$ cat src/design/cdc_pkg.sv
`timescale 1ns / 1ps
`default_nettype none
// ----------------------------------------------------------------------------
// cdc_pkg: shared constants and types for the common divisor counter
// Widths, table sizes, saturation limits and the controller state type.
// ----------------------------------------------------------------------------
package cdc_pkg;

	localparam int VALUE_WIDTH = 32;
	localparam int MAX_PRIMES  = 9;

	localparam int IDX_W     = (MAX_PRIMES > 1) ? $clog2(MAX_PRIMES) : 1;
	localparam int PCNT_W    = $clog2(MAX_PRIMES + 1);
	localparam int EXP_W     = 5;
	localparam int CNT_W     = 11;
	localparam int STEP_W    = $clog2(VALUE_WIDTH + 1);
	localparam int PROD_W    = CNT_W + EXP_W + 1;

	localparam logic [EXP_W-1:0]       EXP_MAX      = 5'd31;
	localparam logic [CNT_W-1:0]       COUNT_MAX    = 11'd2047;
	localparam logic [VALUE_WIDTH-1:0] TRIAL_FIRST  = VALUE_WIDTH'(2);
	localparam logic [VALUE_WIDTH-1:0] TRIAL_SECOND = VALUE_WIDTH'(3);

	typedef enum logic [3:0] {
		ST_IDLE,
		ST_CHECK,
		ST_FSTART,
		ST_FWAIT,
		ST_ESTART,
		ST_EWAIT,
		ST_FLEFT,
		ST_QINIT,
		ST_QSEL,
		ST_QSTART,
		ST_QWAIT,
		ST_QMUL,
		ST_OUT
	} state_t;

endpackage
`default_nettype wire

$ cat src/design/cdc_div.sv
`timescale 1ns / 1ps
`default_nettype none
// ----------------------------------------------------------------------------
// cdc_div: bit-serial restoring divider
// Produces one quotient bit per cycle; a start while busy is ignored.
// ----------------------------------------------------------------------------
module cdc_div
	import cdc_pkg::*;
(
	input  wire logic                   clk,
	input  wire logic                   arst_n,
	input  wire logic                   start,
	input  wire logic [VALUE_WIDTH-1:0] dividend,
	input  wire logic [VALUE_WIDTH-1:0] divisor,
	output logic                        busy,
	output logic                        done,
	output logic [VALUE_WIDTH-1:0]      quotient,
	output logic [VALUE_WIDTH-1:0]      remainder
);

	logic [VALUE_WIDTH-1:0] rem_q;
	logic [VALUE_WIDTH-1:0] quo_q;
	logic [VALUE_WIDTH-1:0] dvs_q;
	logic [STEP_W-1:0]      step_q;
	logic                   run_q;
	logic                   done_q;
	logic [VALUE_WIDTH:0]   trial;
	logic [VALUE_WIDTH:0]   diff;
	logic                   fits;

	assign trial = {rem_q, quo_q[VALUE_WIDTH-1]};
	assign diff  = trial - {1'b0, dvs_q};
	assign fits  = (trial >= {1'b0, dvs_q});

	always_ff @(posedge clk or negedge arst_n) begin
		if (!arst_n) begin
			run_q  <= 1'b0;
			done_q <= 1'b0;
			step_q <= '0;
		end else begin
			done_q <= 1'b0;
			if (start && !run_q) begin
				run_q  <= 1'b1;
				step_q <= STEP_W'(VALUE_WIDTH);
			end else if (run_q) begin
				step_q <= step_q - 1'b1;
				if (step_q == STEP_W'(1)) begin
					run_q  <= 1'b0;
					done_q <= 1'b1;
				end
			end
		end
	end

	always_ff @(posedge clk) begin
		if (start && !run_q) begin
			rem_q <= '0;
			quo_q <= dividend;
			dvs_q <= divisor;
		end else if (run_q) begin
			// The remainder never reaches the divisor, so the low bits of
			// the difference hold it whenever the trial fits.
			rem_q <= fits ? diff[VALUE_WIDTH-1:0] : trial[VALUE_WIDTH-1:0];
			quo_q <= {quo_q[VALUE_WIDTH-2:0], fits};
		end
	end

	assign busy      = run_q;
	assign done      = done_q;
	assign quotient  = quo_q;
	assign remainder = rem_q;

endmodule
`default_nettype wire

$ cat src/design/common_divisor_counter.sv
`timescale 1ns / 1ps
`default_nettype none
// ----------------------------------------------------------------------------
// common_divisor_counter: count of common divisors by trial division
// Factors the reference once after each write, then counts per query.
// ----------------------------------------------------------------------------
//  channel    signals                               direction
//  cfg        cfg_valid cfg_ready reference_value   in
//  query      query_valid query_ready query_value   in
//  count      count_valid count_ready common_count  out
//
// Every division runs through one bit-serial divider. A query costs about
// (sum of capped exponents + stored primes) divisions. The first query
// after a reference write first factors the reference, trying 2 and then
// each odd trial divisor up to the square root of what is left of it.
// Reset leaves the table invalid, so the first query factors the reset value.
// A result waiting on count_ready holds back the next query only at the end.
// ----------------------------------------------------------------------------
module common_divisor_counter
	import cdc_pkg::*;
(
	input  wire logic                   clk,
	input  wire logic                   arst_n,
	input  wire logic                   cfg_valid,
	output logic                        cfg_ready,
	input  wire logic [VALUE_WIDTH-1:0] reference_value,
	input  wire logic                   query_valid,
	output logic                        query_ready,
	input  wire logic [VALUE_WIDTH-1:0] query_value,
	output logic                        count_valid,
	input  wire logic                   count_ready,
	output logic [CNT_W-1:0]            common_count
);

	state_t state_q, state_d;

	logic [VALUE_WIDTH-1:0] ref_q;
	logic                   tvalid_q;
	logic [VALUE_WIDTH-1:0] n_q;
	logic [VALUE_WIDTH-1:0] d_q;
	logic [EXP_W-1:0]       e_q;
	logic [PCNT_W-1:0]      pcnt_q;
	logic [VALUE_WIDTH-1:0] prime_q [MAX_PRIMES];
	logic [EXP_W-1:0]       exp_q   [MAX_PRIMES];
	logic [VALUE_WIDTH-1:0] qv_q;
	logic [PCNT_W-1:0]      k_q;
	logic [EXP_W-1:0]       c_q;
	logic [CNT_W-1:0]       cnt_q;
	logic                   out_valid_q;
	logic [CNT_W-1:0]       out_q;

	logic                   div_start;
	logic                   div_busy;
	logic                   div_done;
	logic [VALUE_WIDTH-1:0] div_a;
	logic [VALUE_WIDTH-1:0] div_b;
	logic [VALUE_WIDTH-1:0] div_quo;
	logic [VALUE_WIDTH-1:0] div_rem;

	logic [IDX_W-1:0]       k_idx;
	logic [VALUE_WIDTH-1:0] cur_prime;
	logic [EXP_W-1:0]       cur_exp;
	logic [PROD_W-1:0]      prod;
	logic                   store_en;
	logic [VALUE_WIDTH-1:0] store_p;
	logic [EXP_W-1:0]       store_e;
	logic [VALUE_WIDTH-1:0] d_next;
	logic                   out_load;

	assign k_idx     = k_q[IDX_W-1:0];
	assign cur_prime = prime_q[k_idx];
	assign cur_exp   = exp_q[k_idx];
	assign prod      = PROD_W'(cnt_q) * PROD_W'({1'b0, c_q} + 6'd1);
	assign d_next    = (d_q == TRIAL_FIRST) ? TRIAL_SECOND : d_q + VALUE_WIDTH'(2);
	assign out_load  = (state_q == ST_OUT) && (!out_valid_q || count_ready);

	cdc_div u_div (
		.clk       (clk),
		.arst_n    (arst_n),
		.start     (div_start),
		.dividend  (div_a),
		.divisor   (div_b),
		.busy      (div_busy),
		.done      (div_done),
		.quotient  (div_quo),
		.remainder (div_rem)
	);

	// Next state.
	always_comb begin
		state_d = state_q;
		case (state_q)
			ST_IDLE:   if (query_valid) state_d = ST_CHECK;
			ST_CHECK: begin
				if (tvalid_q) state_d = ST_QINIT;
				else if (ref_q == '0) state_d = ST_QINIT;
				else state_d = ST_FSTART;
			end
			ST_FSTART: state_d = ST_FWAIT;
			ST_FWAIT: begin
				if (div_done) begin
					if (d_q != TRIAL_FIRST && d_q > div_quo) state_d = ST_FLEFT;
					else if (div_rem == '0) state_d = ST_ESTART;
					else state_d = ST_FSTART;
				end
			end
			ST_ESTART: state_d = ST_EWAIT;
			ST_EWAIT: begin
				if (div_done) begin
					state_d = (div_rem == '0) ? ST_ESTART : ST_FSTART;
				end
			end
			ST_FLEFT:  state_d = ST_QINIT;
			ST_QINIT:  state_d = ST_QSEL;
			ST_QSEL: begin
				if (k_q >= pcnt_q) state_d = ST_OUT;
				else if (qv_q == '0) state_d = ST_QMUL;
				else if (c_q < cur_exp) state_d = ST_QSTART;
				else state_d = ST_QMUL;
			end
			ST_QSTART: state_d = ST_QWAIT;
			ST_QWAIT: begin
				if (div_done) state_d = (div_rem == '0) ? ST_QSEL : ST_QMUL;
			end
			ST_QMUL:   state_d = ST_QSEL;
			ST_OUT:    if (out_load) state_d = ST_IDLE;
			default:   state_d = ST_IDLE;
		endcase
	end

	// Outputs and control strobes.
	always_comb begin
		query_ready = (state_q == ST_IDLE);
		cfg_ready   = (state_q == ST_IDLE);
		div_start   = (state_q inside {ST_FSTART, ST_ESTART, ST_QSTART});
		div_a       = (state_q == ST_QSTART) ? qv_q : n_q;
		div_b       = (state_q == ST_QSTART) ? cur_prime : d_q;
		store_en    = 1'b0;
		store_p     = d_q;
		store_e     = e_q;
		case (state_q)
			ST_EWAIT: store_en = div_done && (div_rem != '0);
			ST_FLEFT: begin
				store_en = (n_q > VALUE_WIDTH'(1));
				store_p  = n_q;
				store_e  = EXP_W'(1);
			end
			default: store_en = 1'b0;
		endcase
	end

	always_ff @(posedge clk or negedge arst_n) begin
		if (!arst_n) begin
			state_q     <= ST_IDLE;
			ref_q       <= VALUE_WIDTH'(1);
			tvalid_q    <= 1'b0;
			pcnt_q      <= '0;
			out_valid_q <= 1'b0;
			for (int i = 0; i < MAX_PRIMES; i++) exp_q[i] <= '0;
		end else begin
			state_q <= state_d;
			if (cfg_valid && cfg_ready) begin
				ref_q    <= reference_value;
				tvalid_q <= 1'b0;
			end
			if (state_q == ST_CHECK && !tvalid_q) begin
				pcnt_q   <= '0;
				tvalid_q <= 1'b1;
			end
			if (store_en && pcnt_q < PCNT_W'(MAX_PRIMES)) begin
				exp_q[pcnt_q[IDX_W-1:0]] <= store_e;
				pcnt_q <= pcnt_q + 1'b1;
			end
			if (out_load) out_valid_q <= 1'b1;
			else if (count_ready) out_valid_q <= 1'b0;
		end
	end

	always_ff @(posedge clk) begin
		if (store_en && pcnt_q < PCNT_W'(MAX_PRIMES)) prime_q[pcnt_q[IDX_W-1:0]] <= store_p;
		if (out_load) out_q <= cnt_q;
		case (state_q)
			ST_IDLE: if (query_valid) qv_q <= query_value;
			ST_CHECK: begin
				n_q <= ref_q;
				d_q <= TRIAL_FIRST;
			end
			ST_FWAIT: begin
				if (div_done) begin
					if (!(d_q != TRIAL_FIRST && d_q > div_quo)) begin
						if (div_rem == '0) begin
							n_q <= div_quo;
							e_q <= EXP_W'(1);
						end else begin
							d_q <= d_next;
						end
					end
				end
			end
			ST_EWAIT: begin
				if (div_done) begin
					if (div_rem == '0) begin
						n_q <= div_quo;
						if (e_q < EXP_MAX) e_q <= e_q + 1'b1;
					end else begin
						d_q <= d_next;
					end
				end
			end
			ST_QINIT: begin
				k_q   <= '0;
				c_q   <= '0;
				cnt_q <= CNT_W'(1);
			end
			ST_QSEL: begin
				// A query of zero is a multiple of every stored prime power.
				if (k_q < pcnt_q && qv_q == '0) c_q <= cur_exp;
			end
			ST_QWAIT: begin
				if (div_done && div_rem == '0) begin
					qv_q <= div_quo;
					c_q  <= c_q + 1'b1;
				end
			end
			ST_QMUL: begin
				cnt_q <= (prod > PROD_W'(COUNT_MAX)) ? COUNT_MAX : prod[CNT_W-1:0];
				k_q   <= k_q + 1'b1;
				c_q   <= '0;
			end
			default: ;
		endcase
	end

	assign count_valid  = out_valid_q;
	assign common_count = out_q;

	a_div_start_idle: assert property (@(posedge clk) disable iff (!arst_n)
		div_start |-> !div_busy)
		else $error("divider started while busy");

	a_pcnt_bound: assert property (@(posedge clk) disable iff (!arst_n)
		pcnt_q <= PCNT_W'(MAX_PRIMES))
		else $error("prime count beyond table size");

	a_query_index: assert property (@(posedge clk) disable iff (!arst_n)
		(state_q == ST_QSTART) |-> (k_q < pcnt_q && qv_q != '0))
		else $error("query division on an unused table entry");

	a_done_in_wait: assert property (@(posedge clk) disable iff (!arst_n)
		div_done |-> (state_q == ST_FWAIT || state_q == ST_EWAIT || state_q == ST_QWAIT))
		else $error("divider result arrived outside a wait state");

endmodule
`default_nettype wire

$ cat config.mk
export PLATFORM = sky130hd
export DESIGN_NAME = common_divisor_counter
export DESIGN_NICKNAME = d
export VERILOG_FILES = /design/src/design/cdc_pkg.sv /design/src/design/cdc_div.sv /design/src/design/common_divisor_counter.sv
export SDC_FILE = /design/constraint.sdc
export NUM_CORES = 1
export LEC_CHECK = 0
export BUFFER_PORTS_ARGS = -buffer_cell sky130_fd_sc_hd__buf_2
export CORE_ASPECT_RATIO = 0.75
export CORE_UTILIZATION = 31
export DETAILED_ROUTE_END_ITERATION = 10
export PLACE_DENSITY = 0.49
export SLEW_MARGIN = 30
export SYNTH_ARGS = -nofsm -noshare
export SYNTH_HDL_FRONTEND = slang
export SYNTH_HIERARCHICAL = 1
export SYNTH_SLANG_ARGS = --single-unit
$ cat constraint.sdc
create_clock -name clk -period 14.3 [get_ports clk]
set_input_delay 2.86 -clock clk [delete_from_list [all_inputs] [get_ports clk]]
set_output_delay 2.86 -clock clk [all_outputs]
set_load 0.02 [all_outputs]
### After elaboration in Yosys (flattened, before gate mapping)

Memory sizes are Yosys's and may differ from the RTL's. A register that Yosys moved wholly into a read port is not among the register bits.
Cells that the tools add are included.

| storage, ports and cells | value |
|---|---|
| bits in writable memories | 288 |
| memories | 1 |
| flip-flop bits (word level) | 323 |
| bits of input ports | 69 |
| output and inout port bits | 14 |
| word-level logic and storage cells | 185 |

Memory list:

| name | depth | bits a word | read ports | clocked after memory_dff | write ports | RTL line | source |
|---|---|---|---|---|---|---|---|
| prime_q | 9 | 32 | 1 | 1 | 1 | common_divisor_counter.sv:43 | `logic [VALUE_WIDTH-1:0] prime_q [MAX_PRIMES];` |

| operators by class | value |
|---|---|
| add/sub/neg operators | 8 |
| reduce and logical (&&, ||, !) cells | 35 |
| magnitude comparators | 12 |
| multipliers | 1 |
| equal/unequal tests | 26 |
| bitwise logic cells | 2 |
| mux-type cells | 72 |

Operators by type and width:

| operator | number |
|---|---|
| 32-bit 2-to-1 mux | 17 |
| 32-bit one-hot mux with 3 select lines | 2 |
| 32-bit zero test | 3 |
| 32-bit one-hot mux with 2 select lines | 1 |
| 5-bit 2-to-1 mux | 12 |
| 4-bit one-hot mux with 12 select lines | 1 |
| 45-bit bitwise mux | 1 |
| 33-bit by 32-bit >= comparator with 1-bit output | 1 |
| 32-bit by 2-bit adder with 32-bit output (second input constant) | 1 |
| 32-bit by 2-bit equality test with 1-bit output (second input constant) | 1 |
| 32-bit by 1-bit greater-than comparator with 1-bit output (second input constant) | 1 |
| 32-bit greater-than comparator | 1 |
| 4-bit 2-to-1 mux | 8 |
| 32-bit by 2-bit inequality test with 1-bit output (second input constant) | 1 |
| 32-bit nonzero test | 1 |
| 32-bit subtractor | 1 |
| 11-bit one-hot mux with 2 select lines | 1 |
| 5-bit binary-select mux with 4-bit select | 1 |
| 5-bit demux with 4-bit select | 1 |
| 4-bit equality test (second input constant) | 5 |
| 17-bit by 11-bit greater-than comparator with 1-bit output (second input constant) | 1 |
| 11-bit by 6-bit multiplier with 17-bit output | 1 |
| 4-bit by 3-bit equality test with 1-bit output (second input constant) | 4 |
| 3-bit 2-to-1 mux | 5 |
| other kinds (36) | 84 |

### Longest topological paths before layout

Gate-level depths: netlist (run 1).

| logic depth | value |
|---|---|
| word-level depth | 9 |
| depth in mapped cells | 20 |
| depth with buffers taken out | 18 |

### Modules after synthesis

The synthesis (run 1) kept the hierarchy.

Modules (own cells, without submodules):

| module | cells an instance | sequential area each (µm²) | area an instance (µm²) | times used |
|---|---|---|---|---|
| common_divisor_counter | 1797 | 14870.5 | 25298.0 | 1 |
| cdc_div | 530 | 2762.6 | 5766.8 | 1 |

### Worst setup path after synthesis (run 1)

Ideal clock, no wire load.

| timing path | value |
|---|---|
| path kind | register to register |
| start | register c_q[0] |
| end | register cnt_q[1], data pin |
| cell stages (with the launch flop) | 20 |
| arrival time | 4.977 ns |
| clock period less this slack | 5.248 ns |
| setup slack | 9.052 ns |
| setup time | 0.271 ns |
| data required time | 14.029 ns |
| path buffers | 2 |
| cell sequence | edfxtp_1 > ha_1 > nand3_1 > xnor2_1 > clkbuf_1 > and2_1 > fa_1 > fa_1 > inv_1 > fa_1 > inv_1 > ha_1 > and3_1 > a221oi_1 > a21oi_1 > a2111oi_0 > o21bai_1 > xnor2_1 > clkbuf_1 > a31oi_1 |

| on the way | value |
|---|---|
| word-level cells in the longest chain between the ends | 5 |

Ends and longest elaborated chain:

| what | RTL line | source |
|---|---|---|
| start, declared | common_divisor_counter.sv:47 | `logic [EXP_W-1:0] c_q;` |
| start signal, assigned | common_divisor_counter.sv:217 | `if (k_q < pcnt_q && qv_q == '0) c_q <= cur_exp;` |
| start signal, assigned | common_divisor_counter.sv:222 | `c_q <= c_q + 1'b1;` |
| 5-bit by 1-bit adder with 6-bit output (*) | common_divisor_counter.sv:73 | `assign prod = PROD_W'(cnt_q) * PROD_W'({1'b0, c_q} + 6'd1);` |
| 11-bit by 6-bit multiplier with 17-bit output (*) | common_divisor_counter.sv:73 |  |
| 17-bit by 11-bit greater-than comparator with 1-bit output | common_divisor_counter.sv:226 | `cnt_q <= (prod > PROD_W'(COUNT_MAX)) ? COUNT_MAX : prod[CNT_W-1:0];` |
| 11-bit 2-to-1 mux (*) | common_divisor_counter.sv:226 |  |
| 11-bit one-hot mux with 2 select lines (*) | common_divisor_counter.sv:182 | `case (state_q)` |
| end signal, assigned | common_divisor_counter.sv:226 |  |
| end, declared | common_divisor_counter.sv:48 | `logic [CNT_W-1:0] cnt_q;` |

Every way passes the cells marked *; elsewhere a longest branch is shown, timed or not.
A chain may end at the register's enable or synchronous reset.

### Final worst setup path (run 1)

Same ends and word-level chain as after synthesis.

==> results.py, run 1 <==
metrics = {
    "clock_network": {
        "max-clock-path-buffers": 3,
        "clock_latency_ns": 0.66,
        "ctsHtreeMaxLevel": 2,
        "clock-sinks": 615,
        "postCtsSetupRepairBufs": 0,
        "clkTransAtPathRegs_ns": 0.07,
        "cts_tree": "yes",
        "ctsHoldBuffers": 0,
        "cts_resized": 0,
        "cts_root_buf": "clkbuf_16",
        "numCtsBuffers": 59,
    },
    "sta": {
        "fin_setup_tns_ns": 0,
        "rsz0062_at_grt": "false",
        "layout_worst_path_cycle_share_pct": 46.1,
        "setup_violations": 0,
        "hold_slack_ns": 0.472,
        "min_period_ns": 6.59,
        "skew_ns": 0.0324,
        "worst_slew_pin_slew_ns": 0.993,
        "drv_slew": 0,
        "max_freq_mhz": 152,
        "hold_viol": 0,
        "slew-limit-headroom_pct": 33.8,
    },
    "die": {
        "initial_core_util_pct": 31.3,
        "row_count": 100,
        "die_height_um": 276,
        "core_sq_um": 99200,
        "die_w_um": 368,
        "dieArea_sq_um": 101000,
        "io_pins": 83,
    },
    "global_routing": {
        "grt.total_usage_pct": 15.8,
        "grt_pass1_wl_um": 124000,
        "grt_max_degree": 66,
        "first_global_vias": 19900,
        "antenna_found_initial": 1,
        "grt_overflow_total": 0,
    },
    "yosys": {
        "synth-seq-cells": 615,
        "avgSynthCellArea_sq_um": 13.3,
        "synthTopCellsByCount": "edfxtp_1 (484), mux2_2 (239), inv_1 (150), nand2_1 (141), nor2_1 (128)",
        "syn_nets": 2542,
        "yosysTopAreaCellShare_pct": 46.8,
        "synth_seq_area_share_pct": 56.8,
        "ys.flop_type": "edfxtp_1",
        "syn_inst": 2327,
        "synth_edf_count": 484,
        "synthTopCellsByArea": "edfxtp_1 (47%), mux2_2 (8.7%), dfrtp_1 (7.6%)",
        "synth_most_common_cell": "edfxtp_1",
        "async_reset_ff_share_pct": 15.4,
        "synth_warnings": 6,
        "synth_top_cell_by_area": "edfxtp_1",
        "synthDistinctLibCells": 78,
        "synth_area_sq_um": 31100,
    },
    "detailed_routing": {
        "drt_iter0_drc": 1377,
        "viasPerCell": 5.08,
        "wl_um": 81300,
        "route.detailed.drc": 0,
        "postRouteAntennaNets": 0,
        "firstDrtPassIters": 7,
        "vias": 19100,
        "wl_per_cell_um": 21.6,
    },
    "hold_path": {
        "hold_end": "u_div/step_q[5]",
        "min_path_cells": 1,
        "min_path_type": "reg2reg",
        "worstHoldStart": "u_div/step_q[5]",
    },
    "finish": {
        "utilization_pct": 35.2,
        "syn_to_final_growth_pct": 12.5,
        "fin_nets": 2605,
        "diodes": 0,
        "largest_register_ffs": 288,
        "fillCellCount": 9581,
        "drive_gt1_share_pct": 23.1,
        "final_area_sq_um": 34900,
    },
    "critical_path": {
        "reg2regPathDepth": 17,
        "worstPathRequired_ns": 14.65,
        "r2r_start": "c_q[0]",
        "r2r-end": "cnt_q[1]",
        "cp-start-kind": "register",
        "arrival_ns": 6.94,
        "crit_fanout": 14,
        "cp-end-kind": "register",
        "critPathKind": "reg2reg",
        "reg2reg_slack_ns": 7.71,
    },
    "power": {
        "p_int_mw": 4.98,
        "p_total_mw": 8.25,
        "clock_power_share_pct": 19.1,
        "switchingPower_mw": 3.27,
        "power_frac_seq_pct": 34.1,
        "powerDensity_nw_per_um2": 236,
        "pwr-share-comb_pct": 46.8,
        "p_leak_nw": 13.0,
        "swShare_pct": 39.7,
        "ir_drop_v": 0.000305,
    },
    "place": {
        "hpwl_um": 54800,
        "portBuffers": 82,
        "gp_congestion": 0.851,
        "placed_cell_area_sq_um": 33000,
    },
    "status": {
        "status": "completed",
    },
    "flow_run": {
        "maxCapViolations": 0,
    },
}
cell families (layout without fill, tap and decap cells):
logic type	count (synthesis)	in the layout	share of synthesized area, %
adders and majority gates	146	146	6.80
AOI/OAI and AO/OA	329	329	6.61
xor gates and xnor gates	71	71	2.00
buffers and inverters	263	377	3.33
DFF	615	615	56.8
and+or+nand+nor	535	535	8.66
muxes	368	368	15.8
layout make-up:
| type | instances | area (sq um) | share of cell area, % |
|---|---|---|---|
| Inverter | 150 | 563 | 1.61 |
| Tap cell | 1326 | 1660 | 4.75 |
| Clock inverter | 41 | 347 | 0.992 |
| Sequential cell | 615 | 17600 | 50.5 |
| Clock buffer | 71 | 1560 | 4.47 |
| Multi-Input combinational cell | 1449 | 12500 | 35.8 |
| Timing Repair Buffer | 115 | 678 | 1.94 |
power by group through the flow:
stage / clock network, mW / registers, mW / logic, mW
after floorplan: 0 / 2.63 / 3.02
after global placement: 0 / 2.84 / 3.77
after detailed placement: 0 / 2.85 / 3.83
after CTS: 1.62 / 2.82 / 3.88
after global routing: 1.69 / 2.87 / 4.32
final: 1.58 / 2.81 / 3.87
metal layers:
layer	track usage, %	vias to the layer above	wire (um)
met3	1.88	102	2950
met1	23.5	9873	40100
met4	3.29	0	1320
met5	0	-	0
met2	24.8	369	37000
li1	-	8804	-
per-stage QoR:
stage | setup WS [ns] | std cells
2_1_floorplan | 9.05 | 2327
3_3_place_gp | 7.97 | 3653
3_5_place_dp | 7.75 | 3653
4_1_cts | 7.70 | 3765
5_1_grt | 7.03 | 3767
6_report | 7.71 | 3767
worst max path at each step:
| stage | startpoint | to | slack, ns | cells after the start |
|---|---|---|---|---|
| 2_1_floorplan | c_q[0] | cnt_q[1] | 9.05 | 19 |
| 3_3_place_gp | c_q[0] | cnt_q[4] | 7.97 | 17 |
| 3_5_place_dp | c_q[0] | cnt_q[1] | 7.75 | 17 |
| 4_1_cts | c_q[0] | cnt_q[5] | 7.70 | 17 |
| 5_1_grt | c_q[0] | cnt_q[5] | 7.03 | 17 |
| 6_report | c_q[0] | cnt_q[1] | 7.71 | 17 |
cells in the final DEF (no fill, tap or decap), types with 7 or more instances in the layout:
master	netlist	final
a21o_1	26	26
clkinv_1	0	16
o211ai_1	9	9
mux2_2	239	239
mux2i_1	51	51
o21ai_0	83	79
clkbuf_16	0	60
xnor2_1	38	38
clkinv_2	0	10
ha_1	108	108
a21oi_1	100	100
nor2b_1	25	25
mux4_2	74	74
dfrtp_1	94	94
nand4_1	26	26
o21a_1	12	12
dfxtp_1	36	32
edfxtp_1	484	484
xor2_1	33	32
a31oi_1	18	18
clkbuf_1	79	9
and2_1	48	48
nor4_1	43	42
nand2_1	141	140
buf_4	1	32
fa_1	38	38
or3_1	11	11
inv_1	150	150
nand2b_1	13	13
nor3_1	27	26
and3_1	13	9
nor2_1	128	122
o221ai_1	7	7
a22o_1	11	11
buf_2	14	81
nand3_1	22	22
critical path: stages, from the launching register on:
cell,delay (ns)
edfxtp_1,0.68
ha_1,0.30
nand3_1,0.11
xnor2_1,0.69
and2_1,0.25
fa_1,0.46
fa_1,0.55
inv_1,0.05
fa_1,0.54
inv_1,0.04
ha_1,0.36
and3_1,0.22
a221oi_1,0.42
a21oi_1,0.21
a2111oi_0,0.40
o21bai_1,0.12
xnor2_1,0.68
a31oi_1,0.21
No activity file was read; power rests on OpenSTA's default activity.
==> run 2: changes to the inputs <==
--- a/config.mk
+++ b/config.mk
@@ -5,11 +5,12 @@
 export SDC_FILE = /design/constraint.sdc
 export NUM_CORES = 1
 export LEC_CHECK = 0
+export ABC_AREA = 1
 export BUFFER_PORTS_ARGS = -buffer_cell sky130_fd_sc_hd__buf_2
 export CORE_ASPECT_RATIO = 0.75
 export CORE_UTILIZATION = 31
 export DETAILED_ROUTE_END_ITERATION = 10
-export PLACE_DENSITY = 0.49
+export PLACE_DENSITY = 0.51
 export SLEW_MARGIN = 30
 export SYNTH_ARGS = -nofsm -noshare
 export SYNTH_HDL_FRONTEND = slang
==> constraint.sdc (replaced) <==
create_clock -name clk -period 5.3 [get_ports clk]
set_input_delay 1.06 -clock clk [delete_from_list [all_inputs] [get_ports clk]]
set_output_delay 1.06 -clock clk [all_outputs]
set_load 0.02 [all_outputs]
==> run 2 against run 1 <==
Compared with the run above: synthesized cell count grew 58%; via count increased by 37%; final area is 6.3% higher; critical path type unchanged; core utilization hardly changed; highest routed layer unchanged; critical endpoint is now cnt_q[6]; clock-buffer cell count is 12 higher; sequential power rose to 2.8 times the previous value.
==> results.py, run 2 <==
metrics = {
    "status": {
        "status": "completed",
    },
    "detailed_routing": {
        "drt_iter0_drc": 2710,
        "wl_per_cell_um": 19.9,
        "route.detailed.drc": 0,
        "firstDrtPassIters": 6,
        "vias": 26100,
        "viasPerCell": 5.01,
        "wl_um": 104000,
        "postRouteAntennaNets": 0,
    },
    "critical_path": {
        "cp-start-kind": "register",
        "arrival_ns": 5.26,
        "cp-end-kind": "register",
        "worstPathRequired_ns": 5.72,
        "critPathKind": "reg2reg",
        "crit_fanout": 11,
    },
    "sta": {
        "finalWorstSetupSlack_ns": 0.456,
        "setup_violations": 0,
        "max_freq_mhz": 206,
        "slew-limit-headroom_pct": 32.4,
        "min_period_ns": 4.84,
        "fin_setup_tns_ns": 0,
        "rsz0062_at_grt": "false",
        "skew_ns": 0.0388,
        "layout_worst_path_cycle_share_pct": 91.4,
        "worst_slew_pin_slew_ns": 1.01,
        "hold_slack_ns": 0.385,
        "hold_viol": 0,
        "drv_slew": 0,
    },
    "place": {
        "dp_slack_ns": 0.472,
        "gp_congestion": 0.925,
        "hpwl_um": 71100,
        "portBuffers": 82,
        "placed_cell_area_sq_um": 35000,
    },
    "die": {
        "core_sq_um": 105000,
        "die_w_um": 379,
        "initial_core_util_pct": 31.3,
        "row_count": 103,
        "io_pins": 83,
        "dieArea_sq_um": 108000,
        "die_height_um": 285,
    },
    "finish": {
        "drive_gt1_share_pct": 8.98,
        "layout_commonest_cell": "nand2_1",
        "largest_register_ffs": 288,
        "fillCellCount": 11000,
        "utilization_pct": 35.3,
        "fin_nets": 3959,
        "multi_input_area_sq_um": 13000,
        "syn_to_final_growth_pct": 12.5,
        "diodes": 0,
        "layout_common_cells": "nand2_1 (934), edfxtp_1 (484), inv_1 (444), nor2_1 (364), o21ai_0 (271)",
        "final_area_sq_um": 37200,
        "final-seq-area_sq_um": 17600,
    },
    "global_routing": {
        "antenna_found_initial": 0,
        "grt.busiest_layer": "met1",
        "grt_overflow_total": 0,
        "grt_max_degree": 82,
        "gr-usage-met2_pct": 26.1,
        "grt_pass1_wl_um": 156000,
        "first_global_vias": 24100,
        "gr-usage-met1_pct": 31.0,
        "grt.total_usage_pct": 19.1,
        "met3_usage_pct": 2.98,
    },
    "clock_network": {
        "clock-sinks": 615,
        "clock_latency_ns": 0.66,
        "postCtsSetupRepairBufs": 0,
        "clkTransAtPathRegs_ns": 0.06,
        "cts_tree": "yes",
        "cts_root_buf": "clkbuf_16",
        "numCtsBuffers": 66,
        "ctsHoldBuffers": 0,
        "cts_resized": 0,
        "max-clock-path-buffers": 3,
        "ctsHtreeMaxLevel": 3,
    },
    "yosys": {
        "synth_edf_count": 484,
        "syn_inst": 3687,
        "avgSynthCellArea_sq_um": 8.96,
        "synth_warnings": 6,
        "synthTopCellsByArea": "edfxtp_1 (44%), nand2_1 (11%), dfrtp_1 (7.1%)",
        "yosysTopAreaCellShare_pct": 44.0,
        "synth_top_cell_by_area": "edfxtp_1",
        "ys.flop_type": "edfxtp_1",
        "synthDistinctLibCells": 56,
        "async_reset_ff_share_pct": 15.4,
        "synth_most_common_cell": "nand2_1",
        "syn_nets": 3902,
        "synth-seq-cells": 615,
        "synth_area_sq_um": 33000,
        "synth_seq_area_share_pct": 53.4,
        "synthTopCellsByCount": "nand2_1 (935), edfxtp_1 (484), inv_1 (455), nor2_1 (372), o21ai_0 (288)",
    },
    "power": {
        "p_leak_nw": 15.7,
        "powerDensity_nw_per_um2": 668,
        "ir_drop_v": 0.00107,
    },
    "flow_run": {
        "maxCapViolations": 0,
    },
    "hold_path": {
        "min_path_type": "in2async",
    },
}
==> run 2: cell types whose count changed in the layout (fill, tap and decap cells not counted), moves of 26 or more <==
cell,change
o21ai_1,+33
xor2_1,-26
inv_1,+294
nand3_1,+141
nor2_1,+242
mux4_2,-74
nand4_1,+52
mux2_2,-223
o21ai_0,+192
mux2i_1,-51
o22ai_1,+53
and2_1,-44
nand2_1,+794
==> run 2: worst paths after layout <==
check                              end  cells past startpoint      start  slack (ns)
min in group clk             exp_q[34]                      2  exp_q[34]        0.47
max in group asynchronous     ref_q[0]                      2     arst_n        4.01
max reg2reg                   cnt_q[6]                     23     c_q[2]        0.46
max                           cnt_q[6]                     23     c_q[2]        0.46
min reg2reg                  exp_q[34]                      2  exp_q[34]        0.47
min                        count_valid                      1     arst_n        0.38
==> run 2: critical path: stages (launching register included) <==
cell	delay, ns
edfxtp_1	0.47
a31o_2	0.27
nand2_1	0.30
inv_1	0.14
nand2_1	0.10
fa_1	0.47
fa_1	0.52
fa_1	0.55
inv_1	0.04
ha_1	0.34
nand3_1	0.09
nand2_1	0.15
nand3_1	0.09
nand2_1	0.14
nand3_1	0.12
nand2_1	0.09
nand2_1	0.05
nand2_1	0.08
nand2_1	0.06
nor2_1	0.10
buf_4	0.21
nand3_1	0.10
nand2_1	0.08
inv_1	0.03
==> run 2: through the flow <==
| stage | instances | power, mW |
|---|---|---|
| after floorplan | 3687 | 16.2 |
| after global placement | 5091 | 20.1 |
| after detailed placement | 5091 | 20.1 |
| after CTS | 5212 | 24.8 |
| after global routing | 5214 | 26.7 |
| final | 5214 | 24.8 |
==> run 2: cell families (layout without fill, tap and decap cells) <==
logic type / Yosys count / count (layout) / share of synthesized area (%)
fa+ha+maj: 146 / 146 / 6.40
flops: 615 / 615 / 53.4
compound gates: 581 / 581 / 9.84
buf+inv: 613 / 723 / 7.34
simple gates: 1690 / 1690 / 21.8
mux: 16 / 16 / 0.546
xor+xnor: 26 / 26 / 0.690
==> run 2: cell type report <==
| cell class | instances | share of cell area [%] |
|---|---|---|
| clock inverters | 38 | 0.882 |
| well taps | 1417 | 4.77 |
| flip-flops and latches | 615 | 47.5 |
| repair buffers | 136 | 2.32 |
| clock buffers | 83 | 4.75 |
| inverters | 466 | 4.74 |
| multi-input cells | 2459 | 35.1 |
==> run 2: per-layer routing <==
| metal | vias up | part of all wire, % |
|---|---|---|
| met5 | - | 0 |
| met4 | 0 | 1.6 |
| met3 | 107 | 6.9 |
| met2 | 851 | 41 |
| met1 | 12700 | 51 |
| li1 | 12500 | - |
==> run 2: where the power goes <==
part	switching [mW]	internal, mW
Clock	2.12	2.51
Combinational	8.29	3.96
Sequential	1.02	6.93
==> run 3: changes to the inputs <==
--- a/config.mk
+++ b/config.mk
@@ -10,7 +10,6 @@
 export CORE_ASPECT_RATIO = 0.75
 export CORE_UTILIZATION = 31
 export DETAILED_ROUTE_END_ITERATION = 10
-export PLACE_DENSITY = 0.51
 export SLEW_MARGIN = 30
 export SYNTH_ARGS = -nofsm -noshare
 export SYNTH_HDL_FRONTEND = slang
==> run 3 against run 2 <==
Compared with the run above: sequential power is essentially flat; core utilization fell by 0.11 points; via count up 0.85%; non-clock buffer count fell by 8; global-route usage decreased by 0.98 points; sequential share of layout area is 0.15 points higher; combinational power is essentially flat; clock skew up 0.011 ns; sequential cell count unchanged; clock power down 1%; setup slack got worse by 0.072 ns; highest routed layer unchanged.
==> results.py, run 3 (synthesis gave the netlist of run 2 again) <==
metrics = {
    "power": {
        "p_leak_nw": 15.6,
        "powerDensity_nw_per_um2": 662,
        "ir_drop_v": 0.000680,
    },
    "detailed_routing": {
        "wl_met1_um": 48300,
        "viasPerCell": 5.08,
        "dr_wl_met2_um": 40600,
        "wl_um": 99200,
        "routed.top_layer": "met4",
        "postRouteAntennaNets": 0,
        "wl_met3_um": 8680,
        "drt_iter0_drc": 3058,
        "route.detailed.drc": 0,
        "vias": 26400,
        "firstDrtPassIters": 6,
        "wl_per_cell_um": 19.1,
    },
    "critical_path": {
        "cp-end-kind": "register",
        "timing.critical_path.mode_cell": "nand2_1",
        "crit_chain": "ha_1 -> nand4_1 -> nand2_2 -> inv_1 -> nand2_1 -> fa_1 -> inv_1 -> fa_1 -> inv_1 -> fa_1 -> inv_1 -> ha_1 -> nand2_1 -> nor3_1 -> nand4_1 -> nand3_1 -> nand2_1 -> nand2_1 -> nand2_1 -> nor2_1 -> buf_4 -> nand3_1 -> nand2_1 -> inv_1",
        "crit_family": "adder cells",
        "critPathKind": "reg2reg",
        "crit_fanout": 11,
        "arrival_ns": 5.31,
        "critPathSlowestCell": "fa_1",
        "worstPathRequired_ns": 5.70,
        "cp-start-kind": "register",
        "crit_buf_inv": 6,
        "cp_slowest_stage_delay_ns": 0.52,
    },
    "finish": {
        "layout_common_cells": "nand2_1 (933), edfxtp_1 (484), inv_1 (445), nor2_1 (366), o21ai_0 (280)",
        "drive_gt1_share_pct": 8.53,
        "layout_commonest_cell": "nand2_1",
        "fin_nets": 3942,
        "syn_to_final_growth_pct": 12.2,
        "largest_register_ffs": 288,
        "diodes": 0,
        "fillCellCount": 10800,
    },
    "flow_run": {
        "maxCapViolations": 0,
    },
    "die": {
        "core_sq_um": 105000,
        "die_height_um": 285,
        "row_count": 103,
        "die_w_um": 379,
        "dieArea_sq_um": 108000,
        "io_pins": 83,
        "initial_core_util_pct": 31.3,
    },
    "global_routing": {
        "first_global_vias": 24100,
        "grt.total_usage_pct": 18.1,
        "grt_overflow_total": 0,
        "grt_max_degree": 72,
        "antenna_found_initial": 2,
        "grt_pass1_wl_um": 150000,
    },
    "clock_network": {
        "postCtsSetupRepairBufs": 0,
        "cts_resized": 0,
        "numCtsBuffers": 57,
        "clock-sinks": 615,
        "cts_root_buf": "clkbuf_16",
        "ctsHtreeMaxLevel": 2,
        "clkTransAtPathRegs_ns": 0.07,
        "max-clock-path-buffers": 3,
        "cts_tree": "yes",
        "ctsHoldBuffers": 0,
        "clock_latency_ns": 0.68,
    },
    "sta": {
        "layout_worst_path_cycle_share_pct": 92.8,
        "slew-limit-headroom_pct": 31.9,
        "hold_slack_ns": 0.405,
        "fin_setup_tns_ns": 0,
        "skew_ns": 0.0493,
        "worst_slew_pin_slew_ns": 1.01,
        "max_freq_mhz": 203,
        "rsz0062_at_grt": "false",
        "setup_violations": 0,
        "min_period_ns": 4.92,
        "hold_viol": 0,
        "drv_slew": 0,
    },
    "place": {
        "portBuffers": 82,
        "hpwl_um": 67600,
        "gp_congestion": 0.950,
    },
    "status": {
        "status": "completed",
    },
    "hold_path": {
        "min_path_type": "in2async",
    },
}
run 3: changes by cell type in the layout (fill, tap and decap cells not counted), moves of 5 or more:
cell | previous run | this run
clkinv_2 | 18 | 12
bufinv_16 | 2 | 10
clkbuf_1 | 13 | 4
clkbuf_16 | 67 | 59
clkinv_1 | 13 | 18
o21ai_0 | 271 | 280
buf_4 | 52 | 45
o21ai_1 | 39 | 30
run 3: where the power goes:
group | switching (mW) | leakage [nW] | total [mW] | internal, mW
sequential | 1.01 | 5.99 | 7.94 | 6.93
clock | 1.99 | 1.00 | 4.58 | 2.59
combinational | 8.09 | 8.63 | 12.0 | 3.93
total | 11.1 | 15.6 | 24.5 | 13.5
run 3: stage by stage:
stage	cell area, sq um	std cells	power [mW]	util, %	setup slack (ns)
detailed placement	34900	5084	19.8	33.1	0.325
CTS	37000	5191	24.5	35.1	0.270
global route	37000	5192	26.4	35.1	0.00221
finish	37000	5192	24.5	35.1	0.384
global placement	34900	5084	19.7	33.1	0.363
floorplan	33000	3687	16.2	-	0.765
run 3: cell type report:
cell class | instances | area, sq um | share of cell area (%)
Tap cell | 1417 | 1770 | 4.79
Timing Repair Buffer | 128 | 782 | 2.11
Clock buffer | 67 | 1550 | 4.17
Clock inverter | 40 | 519 | 1.40
Sequential cell | 615 | 17600 | 47.6
Inverter | 466 | 1750 | 4.74
Multi-Input combinational cell | 2459 | 13000 | 35.2
run 3: worst paths after layout:
path                       slack [ns]       from  cells after the start         to
min in group clk                 0.47  exp_q[31]                      2  exp_q[31]
hold reg to reg                  0.47  exp_q[31]                      2  exp_q[31]
setup / recovery                 0.38     c_q[1]                     24   cnt_q[6]
max in group asynchronous        3.88     arst_n                      2   ref_q[0]
setup reg to reg                 0.38     c_q[1]                     24   cnt_q[6]
hold / removal                   0.40     arst_n                      1  exp_q[30]
run 3: layer usage:
metal	track usage (%)	vias to the layer above
met5	0	-
met4	3.91	0
met3	2.75	107
met2	25.0	1044
met1	29.1	12700
li1	-	12500
